### src/rtl/core/dsp_pkg.sv
package dsp_pkg;

  localparam int unsigned ACC_W = 14;
  localparam int unsigned OUT_W = 24;

  localparam logic [ACC_W-1:0] ACC_MAX      = 14'd16383;
  localparam logic [ACC_W-1:0] YEAR_CAP     = 14'd9999;
  localparam logic [ACC_W-1:0] YEAR_LIM_RST = 14'd5000;
  localparam logic [ACC_W-1:0] MONTH_LAST   = 14'd12;

  localparam logic [4:0] DAYS_FEB   = 5'd29;
  localparam logic [4:0] DAYS_SHORT = 5'd30;
  localparam logic [4:0] DAYS_LONG  = 5'd31;

  localparam logic [7:0] CH_SLASH = 8'h2F;
  localparam logic [7:0] CH_PLUS  = 8'h2B;
  localparam logic [7:0] CH_MINUS = 8'h2D;
  localparam logic [2:0] IDX_MAX  = 3'd7;
  localparam logic [2:0] IDX_DATE = 3'd3;

  typedef enum logic [5:0] {
    PH_BETWEEN = 6'b000001,
    PH_LEAD    = 6'b000010,
    PH_SIGN    = 6'b000100,
    PH_DIGITS  = 6'b001000,
    PH_TRAIL   = 6'b010000,
    PH_BAD     = 6'b100000
  } phase_e;

  typedef struct packed {
    phase_e           phase;
    logic [2:0]       idx;
    logic             neg;
    logic [ACC_W-1:0] acc;
    logic [ACC_W-1:0] sday;
    logic [ACC_W-1:0] smonth;
    logic             failed;
  } parse_t;

  localparam parse_t PARSE_RST = '{
    phase:  PH_BETWEEN,
    idx:    3'd0,
    neg:    1'b0,
    acc:    '0,
    sday:   '0,
    smonth: '0,
    failed: 1'b0
  };

endpackage

### src/rtl/core/date_string_parser_core.sv
// day/month/year date string parser and validator
//
// s_axis: one ascii byte per item in tdata, tlast marks the final byte of a
// string. tokens are split by '/', runs of '/' collapse.
// m_axis: one item per string, produced for the final byte only; tdata holds
// valid_res, day, month, year (all fields zero when the date is not valid).
// cfg: write channel for the year limit, always ready; write it only while idle.
//
// an input item is captured in an input register, parsed in the next cycle by
// the token state logic (one multiply-by-ten plus compares) and its result,
// if any, lands in the output register when the final byte leaves the input
// register, and is on m_axis from there. one byte per cycle is sustained
// while no final byte waits for the output register.
// when m_axis stalls, non-final bytes keep flowing; a final byte waits in the
// input register until the output register is free, and s_axis_tready_o
// drops only then.
// reset clears the parse state, empties both registers and sets the year
// limit to 5000.
module date_string_parser_core
  import dsp_pkg::*;
(
  input  logic             clk_i,
  input  logic             rst_ni,
  input  logic             s_axis_tvalid_i,
  output logic             s_axis_tready_o,
  input  logic [7:0]       s_axis_tdata_i,   // [7:0] ch
  input  logic             s_axis_tlast_i,
  output logic             m_axis_tvalid_o,
  input  logic             m_axis_tready_i,
  output logic [OUT_W-1:0] m_axis_tdata_o,   // [0] valid_res, [5:1] day, [9:6] month, [23:10] year
  input  logic             cfg_valid_i,
  output logic             cfg_ready_o,
  input  logic [ACC_W-1:0] cfg_data_i
);

  logic             s1_valid_q;
  logic [7:0]       s1_ch_q;
  logic             s1_last_q;
  logic             advance;
  parse_t           st_q, st_d, st_tok, st_fin;
  logic [ACC_W-1:0] year_lim_q;
  logic             out_valid_q;
  logic [OUT_W-1:0] out_data_q, out_data_d;

  function automatic logic is_space(input logic [7:0] c);
    return c inside {[8'h09:8'h0D], 8'h20};
  endfunction

  function automatic logic is_digit(input logic [7:0] c);
    return c inside {[8'h30:8'h39]};
  endfunction

  function automatic logic [ACC_W-1:0] add_digit(input logic [ACC_W-1:0] acc,
                                                  input logic [7:0] c);
    logic [ACC_W+3:0] v;
    v = ({4'd0, acc} << 3) + ({4'd0, acc} << 1) + {{ACC_W{1'b0}}, c[3:0]};
    return (v > {4'd0, ACC_MAX}) ? ACC_MAX : v[ACC_W-1:0];
  endfunction

  function automatic parse_t close_token(input parse_t s);
    parse_t r;
    r = s;
    if (s.phase != PH_BETWEEN) begin
      if (s.phase == PH_SIGN || s.phase == PH_BAD) begin
        r.failed = 1'b1;
      end else if (s.neg && s.acc != '0) begin
        r.failed = 1'b1;
      end
      if (s.idx == 3'd0) begin
        r.sday = s.acc;
      end else if (s.idx == 3'd1) begin
        r.smonth = s.acc;
      end
      if (s.idx != IDX_MAX) begin
        r.idx = s.idx + 3'd1;
      end
      r.phase = PH_BETWEEN;
      r.neg   = 1'b0;
    end
    return r;
  endfunction

  function automatic logic [4:0] days_in(input logic [ACC_W-1:0] m);
    logic [4:0] d;
    case (m)
      14'd2:                      d = DAYS_FEB;
      14'd4, 14'd6, 14'd9, 14'd11: d = DAYS_SHORT;
      default:                    d = DAYS_LONG;
    endcase
    return d;
  endfunction

  // a final byte needs room in the output register
  assign advance         = s1_valid_q && (!s1_last_q || !out_valid_q || m_axis_tready_i);
  assign s_axis_tready_o = !s1_valid_q || advance;
  assign cfg_ready_o     = 1'b1;

  always_ff @(posedge clk_i or negedge rst_ni) begin
    if (!rst_ni) begin
      s1_valid_q <= 1'b0;
    end else if (s_axis_tready_o) begin
      s1_valid_q <= s_axis_tvalid_i;
    end
  end

  always_ff @(posedge clk_i) begin
    if (s_axis_tvalid_i && s_axis_tready_o) begin
      s1_ch_q   <= s_axis_tdata_i;
      s1_last_q <= s_axis_tlast_i;
    end
  end

  always_comb begin
    st_tok = st_q;
    if (s1_ch_q == CH_SLASH) begin
      st_tok = close_token(st_q);
    end else begin
      if (st_tok.phase == PH_BETWEEN) begin
        st_tok.phase = PH_LEAD;
        st_tok.acc   = '0;
        st_tok.neg   = 1'b0;
      end
      case (st_tok.phase)
        PH_LEAD: begin
          if (is_space(s1_ch_q)) begin
            st_tok.phase = PH_LEAD;
          end else if (s1_ch_q == CH_PLUS || s1_ch_q == CH_MINUS) begin
            st_tok.neg   = (s1_ch_q == CH_MINUS);
            st_tok.phase = PH_SIGN;
          end else if (is_digit(s1_ch_q)) begin
            st_tok.acc   = add_digit(st_tok.acc, s1_ch_q);
            st_tok.phase = PH_DIGITS;
          end else begin
            st_tok.phase = PH_BAD;
          end
        end
        PH_SIGN: begin
          if (is_digit(s1_ch_q)) begin
            st_tok.acc   = add_digit(st_tok.acc, s1_ch_q);
            st_tok.phase = PH_DIGITS;
          end else begin
            st_tok.phase = PH_BAD;
          end
        end
        PH_DIGITS: begin
          if (is_digit(s1_ch_q)) begin
            st_tok.acc = add_digit(st_tok.acc, s1_ch_q);
          end else if (is_space(s1_ch_q)) begin
            st_tok.phase = PH_TRAIL;
          end else begin
            st_tok.phase = PH_BAD;
          end
        end
        PH_TRAIL: begin
          if (!is_space(s1_ch_q)) begin
            st_tok.phase = PH_BAD;
          end
        end
        default: begin
          st_tok.phase = PH_BAD;
        end
      endcase
    end
    st_fin = close_token(st_tok);
    st_d   = s1_last_q ? PARSE_RST : st_tok;
  end

  // final check on the state after the last token closed
  always_comb begin
    logic [ACC_W-1:0] ylim;
    logic             ok;
    ylim = (year_lim_q > YEAR_CAP) ? YEAR_CAP : year_lim_q;
    ok   = !st_fin.failed && st_fin.idx == IDX_DATE &&
           st_fin.smonth >= 14'd1 && st_fin.smonth <= MONTH_LAST &&
           st_fin.acc >= 14'd1 && st_fin.acc <= ylim &&
           st_fin.sday >= 14'd1 &&
           st_fin.sday <= {{(ACC_W-5){1'b0}}, days_in(st_fin.smonth)};
    out_data_d = ok ? {st_fin.acc, st_fin.smonth[3:0], st_fin.sday[4:0], 1'b1}
                    : '0;
  end

  always_ff @(posedge clk_i or negedge rst_ni) begin
    if (!rst_ni) begin
      st_q <= PARSE_RST;
    end else if (advance) begin
      st_q <= st_d;
    end
  end

  always_ff @(posedge clk_i or negedge rst_ni) begin
    if (!rst_ni) begin
      year_lim_q <= YEAR_LIM_RST;
    end else if (cfg_valid_i && cfg_ready_o) begin
      year_lim_q <= cfg_data_i;
    end
  end

  always_ff @(posedge clk_i or negedge rst_ni) begin
    if (!rst_ni) begin
      out_valid_q <= 1'b0;
    end else if (advance && s1_last_q) begin
      out_valid_q <= 1'b1;
    end else if (m_axis_tready_i) begin
      out_valid_q <= 1'b0;
    end
  end

  always_ff @(posedge clk_i) begin
    if (advance && s1_last_q) begin
      out_data_q <= out_data_d;
    end
  end

  assign m_axis_tvalid_o = out_valid_q;
  assign m_axis_tdata_o  = out_data_q;

  // a result item appears only after a final byte was parsed
  a_out_from_last: assert property (@(posedge clk_i) disable iff (!rst_ni)
    $rose(out_valid_q) |-> $past(advance && s1_last_q))
    else $error("result item without a final byte");

  // parse state starts over after each string
  a_clear_after_last: assert property (@(posedge clk_i) disable iff (!rst_ni)
    $past(advance && s1_last_q) |-> (st_q.idx == 3'd0 && st_q.phase == PH_BETWEEN))
    else $error("parse state not cleared after final byte");

  // a held byte is neither lost nor changed
  a_hold_input: assert property (@(posedge clk_i) disable iff (!rst_ni)
    (s1_valid_q && !advance) |=> (s1_valid_q && $stable(s1_ch_q) && $stable(s1_last_q)))
    else $error("stalled input item lost");

  // a valid date carries plausible day and month
  a_valid_fields: assert property (@(posedge clk_i) disable iff (!rst_ni)
    (out_valid_q && out_data_q[0]) |->
      (out_data_q[5:1] != 5'd0 && out_data_q[9:6] != 4'd0 && out_data_q[9:6] <= 4'd12))
    else $error("valid date with bad day or month");

  // an invalid date reads as all zeros
  a_invalid_zero: assert property (@(posedge clk_i) disable iff (!rst_ni)
    (out_valid_q && !out_data_q[0]) |-> (out_data_q == '0))
    else $error("invalid date with nonzero fields");

endmodule

### config.mk
export PLATFORM = sky130hd
export DESIGN_NAME = date_string_parser_core
export DESIGN_NICKNAME = d
export VERILOG_FILES = /design/src/rtl/core/dsp_pkg.sv /design/src/rtl/core/date_string_parser_core.sv
export SDC_FILE = /design/constraint.sdc
export NUM_CORES = 1
export LEC_CHECK = 0
export BUFFER_PORTS_ARGS = -buffer_cell sky130_fd_sc_hd__buf_4
export CORE_MARGIN = 8
export CORE_UTILIZATION = 55
export CTS_CLUSTER_SIZE = 25
export DETAILED_ROUTE_END_ITERATION = 8
export PLACE_DENSITY = 0.74
export RECOVER_POWER = 50
export SYNTH_ARGS = -nofsm -noshare
export SYNTH_HDL_FRONTEND = slang
export SYNTH_SLANG_ARGS = --single-unit
export TNS_END_PERCENT = 30
### constraint.sdc
create_clock -name clk_i -period 8 [get_ports clk_i]
set_input_delay 1.6 -clock clk_i [delete_from_list [all_inputs] [get_ports clk_i]]
set_output_delay 1.6 -clock clk_i [all_outputs]
set_load 0.01 [all_outputs]
---- After elaboration in Yosys (flattened, before gate mapping) ----
Index checks and enable logic that the tools add are counted.
storage, ports and cells
  bits of input ports ..................... 28
  output and inout bits ................... 27
  bits in registers ....................... 102
  word-level logic and storage cells ...... 131
operators by class
  muxes and demuxes ....................... 44
  equality and inequality tests ........... 25
  magnitude comparators ................... 12
  $add $sub $neg .......................... 4
  reductions and logical operators ........ 32
operators with widths
  kind                  number
  $mux 14               10
  $mux 29               3
  $mux 15               4
  $mux 6                9
  $mux 53               1
  $ge 14x1->1 const B   3
  $eq 8x6->1 const B    4
  $eq 14x3->1 const B   2
  $eq 14x4->1 const B   2
  $pmux 14 s2           1
  $reduce_bool 14->1    2
  $pmux 6 s4            1
  $add 17x15->18        1
  $add 18x4->18         1
  $eq 6x3->1 const B    3
  $gt 18x14->1 const B  1
  $eq 14x2->1 const B   1
  $gt 14x14->1 const B  1
  $le 14x14->1          1
  $le 14x4->1 const B   1
  $le 14x5->1           1
  $logic_and 1x1->1     14
  $eq 6x6->1 const B    2
  $ne 6x1->1 const B    2
  23 further kinds      46

---- Logic depth before layout (Yosys ltp) ----
  depth after elaboration ................. 26
  gate-level depth with buffers ........... 31
  mapped depth without buffers ............ 27

---- Worst setup path after synthesis ----
OpenSTA, ideal clock, no wires.
  path type ............................... register -> register
  start point ............................. register st_q[49] (netlist name)
  end point ............................... register out_data_q[10] (netlist: m_axis_tdata_o[10]), data pin
  cell stages (with the launch flop) ...... 28
  library setup time ...................... 0.271 ns
  arrival time ............................ 6.463 ns
  slack ................................... 1.267 ns
  path buffers ............................ 6
  cell sequence ........................... dfrtp_1 -> buf_6 -> or4_1 -> or2_1 -> buf_6 -> clkbuf_1 -> clkbuf_1 -> and2_1 -> ha_1 -> ha_1 -> a21o_1 -> a31oi_1 -> a211oi_1 -> a221o_1 -> a311oi_4 -> buf_4 -> nand4_1 -> o211ai_1 -> nand2_1 -> o41ai_1 -> nor4b_1 -> ha_1 -> nand2_1 -> o21ai_0 -> o31a_1 -> o21ai_2 -> buf_2 -> a211oi_2
between the ends
  cells in the longest elaborated chain, start to end .. 25
  elaborated cells between the ends (all ways) .. 74
  classes of those cells .................. 3 x add/sub; 7 x order compare; 19 x eq/ne; 30 x mux; 15 x reduce/logical
RTL lines
  what                                                                     RTL line                        RTL
  from (decl)                                                              date_string_parser_core.sv:40   parse_t st_q, st_d, st_tok, st_fin;
  from (signal assigned)                                                   date_string_parser_core.sv:186  st_q <= st_d;
  parallel branches: the longest is 25 deep, another holds $add 17x15->18  --
  to (signal assigned)                                                     date_string_parser_core.sv:210  out_data_q <= out_data_d;
  to (decl)                                                                date_string_parser_core.sv:43   logic [OUT_W-1:0] out_data_q, out_data_d;
Several ways; the timed one is not identified. The select of a mux whose other input is x is not followed.
A chain may end at the register's enable or synchronous reset.

---- Worst setup path in the final report ----
  start point ............................. register st_q[49] (netlist name)
  end point ............................... register out_data_q[2] (netlist: m_axis_tdata_o[2]), data pin
The elaborated chain is that of the path after synthesis.

==> summary.txt <==
Min path
  – Min-delay src: st_q[1]$_DFFE_PN0P_
  – Hold WC Path Type: register to register
  – Hold Crit Depth: 1
  – WHS Endpoint: st_q[1]$_DFFE_PN0P_

STA
  – Crit path time final: 7490 ps
  – Crit share post-route: 93.6%
  – Slew headroom: -150%
  – Final setup violation count: 0
  – Worst setup margin: 512 ps
  – Final Max Tran Viols: 113
  – Fmax: 134 MHz
  – Clk_skew: 6.52 ps
  – Final Hold Viols: 0
  – Slew @ Worst Pin: 3740 ps

Worst setup path
  – Critical path launch point type: register
  – Most frequent CP cell: ha_1
  – Worst Reg-to-Reg Cells: 24
  – Reg-to-reg slack, setup: 510 ps
  – Kind of critical path: register to register
  – Arr. time, crit path: 7570 ps
  – Worst path buffer plus inverter count: 2
  – Data required, critical path: 8090 ps
  – CP Cell Sequence: or4_1, or2_1, nand2_1, inv_1, ha_1, ha_1, fa_1, a211oi_1, o21ai_1, a221oi_1, nor2_1, a311oi_4, nand2_2, a221oi_1, nand4_1, o41ai_1, nor4b_1, ha_1, nand2_1, o21ai_0, o31a_1, o21ai_4, buf_4, a211oi_1
  – Terminus of the critical flop-to-flop path: m_axis_tdata_o[2]$_SDFFCE_PN0P_
  – CP Capture Type: register
  – Highest net fanout along the worst path: 19
  – Critical-path top delay cell: or4_1
  – CP peak stage delay: 570 ps
  – Worst r2r src: st_q[49]$_DFFE_PN0P_
  – Crit-path leading delay family: compound AO/OA/AOI/OAI gates

Global route
  – Initial antenna violation count: 0
  – Number of global-route vias before repair: 6372
  – Total track usage: 24.3%
  – GRT Max-Usage Layer: met2
  – GR Layer Usage met3: 4.11%
  – Gr ovfl total: 0
  – First-pass GRT wire length: 32300 microns
  – Largest net degree at the start of global routing: 70
  – Met1 Usage GRT: 30.3%
  – Met2 Use GR: 40.5%

Detailed routing
  – WL per Instance: 20.2 microns
  – Vias per cell: 6.49
  – DRT antenna net count: 0
  – Via Count: 6309
  – Drt pass-1 iters: 6
  – Drt first-iter violations: 577
  – Detailed-route DRC error count: 0
  – Routed Wire Length: 19600 microns

Synthesis
  – Synthesized net count: 833
  – Post-Syn Area per Cell: 9.40 sq um
  – Post-synth EDFFs: 33
  – Mapped Cells: 755
  – Synth cell types: 79
  – Yosys synthesis warning count: 0
  – Synthesized flop and latch total: 102
  – Sequential fraction of the synthesis area: 38.4%
  – Main flop type after synthesis: dfrtp_1
  – Ys async rst share: 67.6%
  – Mapped cell area: 7100 sq um

Floorplanning
  – Initial Util: 56.2%
  – Core Box Area: 12600 sq um
  – Chip width: 130 microns
  – Num ports: 55
  – DIE AREA: 16800 sq um
  – Row cnt: 41
  – Die H: 130 microns

CTS
  – TritonCTS clock tree: yes
  – Post-CTS Hold Buffers: 0
  – H-tree levels: 3
  – CTS buffer count: 9
  – Longest Clk Path Bufs: 2
  – TritonCTS sink count: 102
  – Worst-Skew Late Latency: 350 ps
  – Clock-pin slew on the worst setup and hold paths: 70 ps
  – Clock root buffer master: clkbuf_16

Layout
  – Fillers: 1083
  – Final Cell Area: 7910 sq um
  – Net count, final: 873
  – Layout cell share with drive strength beyond 1: 17.3%
  – Finished Layout Cells: 972
  – Antenna diodes: 0
  – Area growth syn-to-layout: 11.5%

Placed design
  – Placed Instances: 952
  – Number of I/O port buffers: 53
  – RePlAce Congestion: 0.967
  – Place WS: 184 ps
  – HPWL Detailed: 14400 microns
  – Placed inst area: 7620 sq um

Run status
  – Outcome: complete, but fails checks
  – Failing checks: max-capacitance violations, max-slew violations

Power and ir drop
  – Static Leakage: 3.42 nW
  – Worst vdd ir: 0.131 mV
  – Pwr dens: 156 nW/um^2

Run
  – Max Cap Viol: 2
how the worst max path moves through the flow:
stage | startpoint | end | slack (ps) | depth (start not counted)
floorplan | st_q[49]$_DFFE_PN0P_ | m_axis_tdata_o[10]$_SDFFCE_PN0P_ | 1270 | 27
global placement | st_q[49]$_DFFE_PN0P_ | m_axis_tdata_o[2]$_SDFFCE_PN0P_ | 610 | 25
detailed placement | st_q[49]$_DFFE_PN0P_ | m_axis_tdata_o[2]$_SDFFCE_PN0P_ | 180 | 25
CTS | st_q[49]$_DFFE_PN0P_ | m_axis_tdata_o[2]$_SDFFCE_PN0P_ | 170 | 25
global route | st_q[49]$_DFFE_PN0P_ | m_axis_tdata_o[2]$_SDFFCE_PN0P_ | -2 | 24
finish | st_q[49]$_DFFE_PN0P_ | m_axis_tdata_o[2]$_SDFFCE_PN0P_ | 510 | 24
area by class of cell:
type / instances / area, sq um / area share, %
Multi-Input combinational cell: 576 / 4050 / 51.2
Sequential cell: 102 / 2730 / 34.4
Timing Repair Buffer: 73 / 503 / 6.36
Clock buffer: 11 / 233 / 2.94
Tap cell: 172 / 215 / 2.72
Inverter: 33 / 124 / 1.57
Clock inverter: 5 / 60.1 / 0.759
routing by layer:
metal	up-vias	share of wire, %
met5	-	0
met3	53	6.5
met4	0	3.1
met2	274	49
met1	3051	42
li1	2931	-
layout by cell type (no fill, tap or decap), types with 6 or more instances in the layout:
master	instances
a211oi_2	18
buf_4	51
xnor2_1	8
edfxtp_1	33
nor2b_1	6
and2_1	13
nor4_1	9
nand2_1	78
dfstp_2	6
a221oi_1	7
o21a_1	6
xor2_1	6
a22o_1	10
nand2b_1	6
a211oi_1	13
clkbuf_16	9
a31o_2	7
nand4_1	11
o21ai_0	64
clkbuf_1	14
and3_1	7
dfrtp_1	63
a31oi_1	15
inv_1	32
nor2_1	40
mux2_2	15
clkbuf_4	10
nor3_1	10
nand3_1	11
a22oi_1	22
a21o_1	20
a21oi_1	37
o211ai_1	6
ha_1	49
where the power goes:
part	switching [mW]	total, mW	internal (mW)
Clock	0.190	0.434	0.244
Combinational	0.138	0.214	0.0758
Sequential	0.0239	0.586	0.562
Total	0.352	1.23	0.882
cell families after synthesis:
| group | share of synthesized area (%) |
|---|---|
| compound gates | 26.8 |
| simple gates | 16.4 |
| flops | 38.4 |
| buf+inv | 4.83 |
| fa+ha+maj | 8.92 |
| mux | 2.80 |
| xor+xnor | 1.73 |
| other cells | 0.0528 |
per-stage QoR:
stage          total power, mW  hold WS [ps]  utilization (%)  setup TNS [ps]
2_1_floorplan            0.734           458                -               0
5_1_grt                   1.29           510             62.7           -2.31
3_3_place_gp             0.800           479             60.4               0
6_report                  1.23           498             62.7               0
3_5_place_dp             0.807           480             60.4               0
4_1_cts                   1.24           504             62.7               0
worst reg2reg max path, delay by kind of cell (launching register included):
family / cells / cell delay, ps
buffers and inverters: 2 / 320
adders and majority gates: 4 / 1240
DFF: 1 / 470
AOI/OAI and AO/OA: 10 / 3020
and+or+nand+nor: 8 / 2180
sequential cells by signal, summed over array words and instances (netlist names):
| register | flops |
|---|---|
| m_axis_tdata_o | 24 |
| m_axis_tvalid_o | 1 |
| s1_ch_q | 8 |
| s1_last_q | 1 |
| s1_valid_q | 1 |
| st_q | 53 |
| year_lim_q | 14 |
what timing repair did:
item,4_1_cts,5_1_grt
setup endpoints to repair,0,23
setup buffers,0,4
gates resized for setup,0,2
synth_stat cells (5+ instances only):
library cell  instances  share of area, %
nand2_1              78               4.1
o21ai_0              64               4.5
dfrtp_1              63                22
ha_1                 49               8.6
nor2_1               40               2.1
a21oi_1              37               2.6
edfxtp_1             33                14
inv_1                32               1.7
clkbuf_1             27               1.4
a22oi_1              22               2.3
a21o_1               20               2.1
a211oi_2             18               3.2
a31oi_1              15               1.3
and2_1               15               1.3
mux2_2               15               2.4
a211oi_1             13               1.4
nand3_1              11              0.78
nand4_1              11              0.97
a22o_1               10               1.2
nor3_1               10              0.71
nor4_1                9              0.79
xnor2_1               8              0.99
a221oi_1              7              0.86
a31o_2                7              0.86
and3_1                7              0.62
buf_2                 7              0.49
dfstp_2               6               2.2
nand2b_1              6              0.53
nor2b_1               6              0.53
o211ai_1              6              0.63
o21a_1                6              0.63
xor2_1                6              0.74
a32o_1                5              0.71
nor3b_1               5              0.53
or2_2                 5              0.44
No activity file was read; power rests on OpenSTA's default activity.
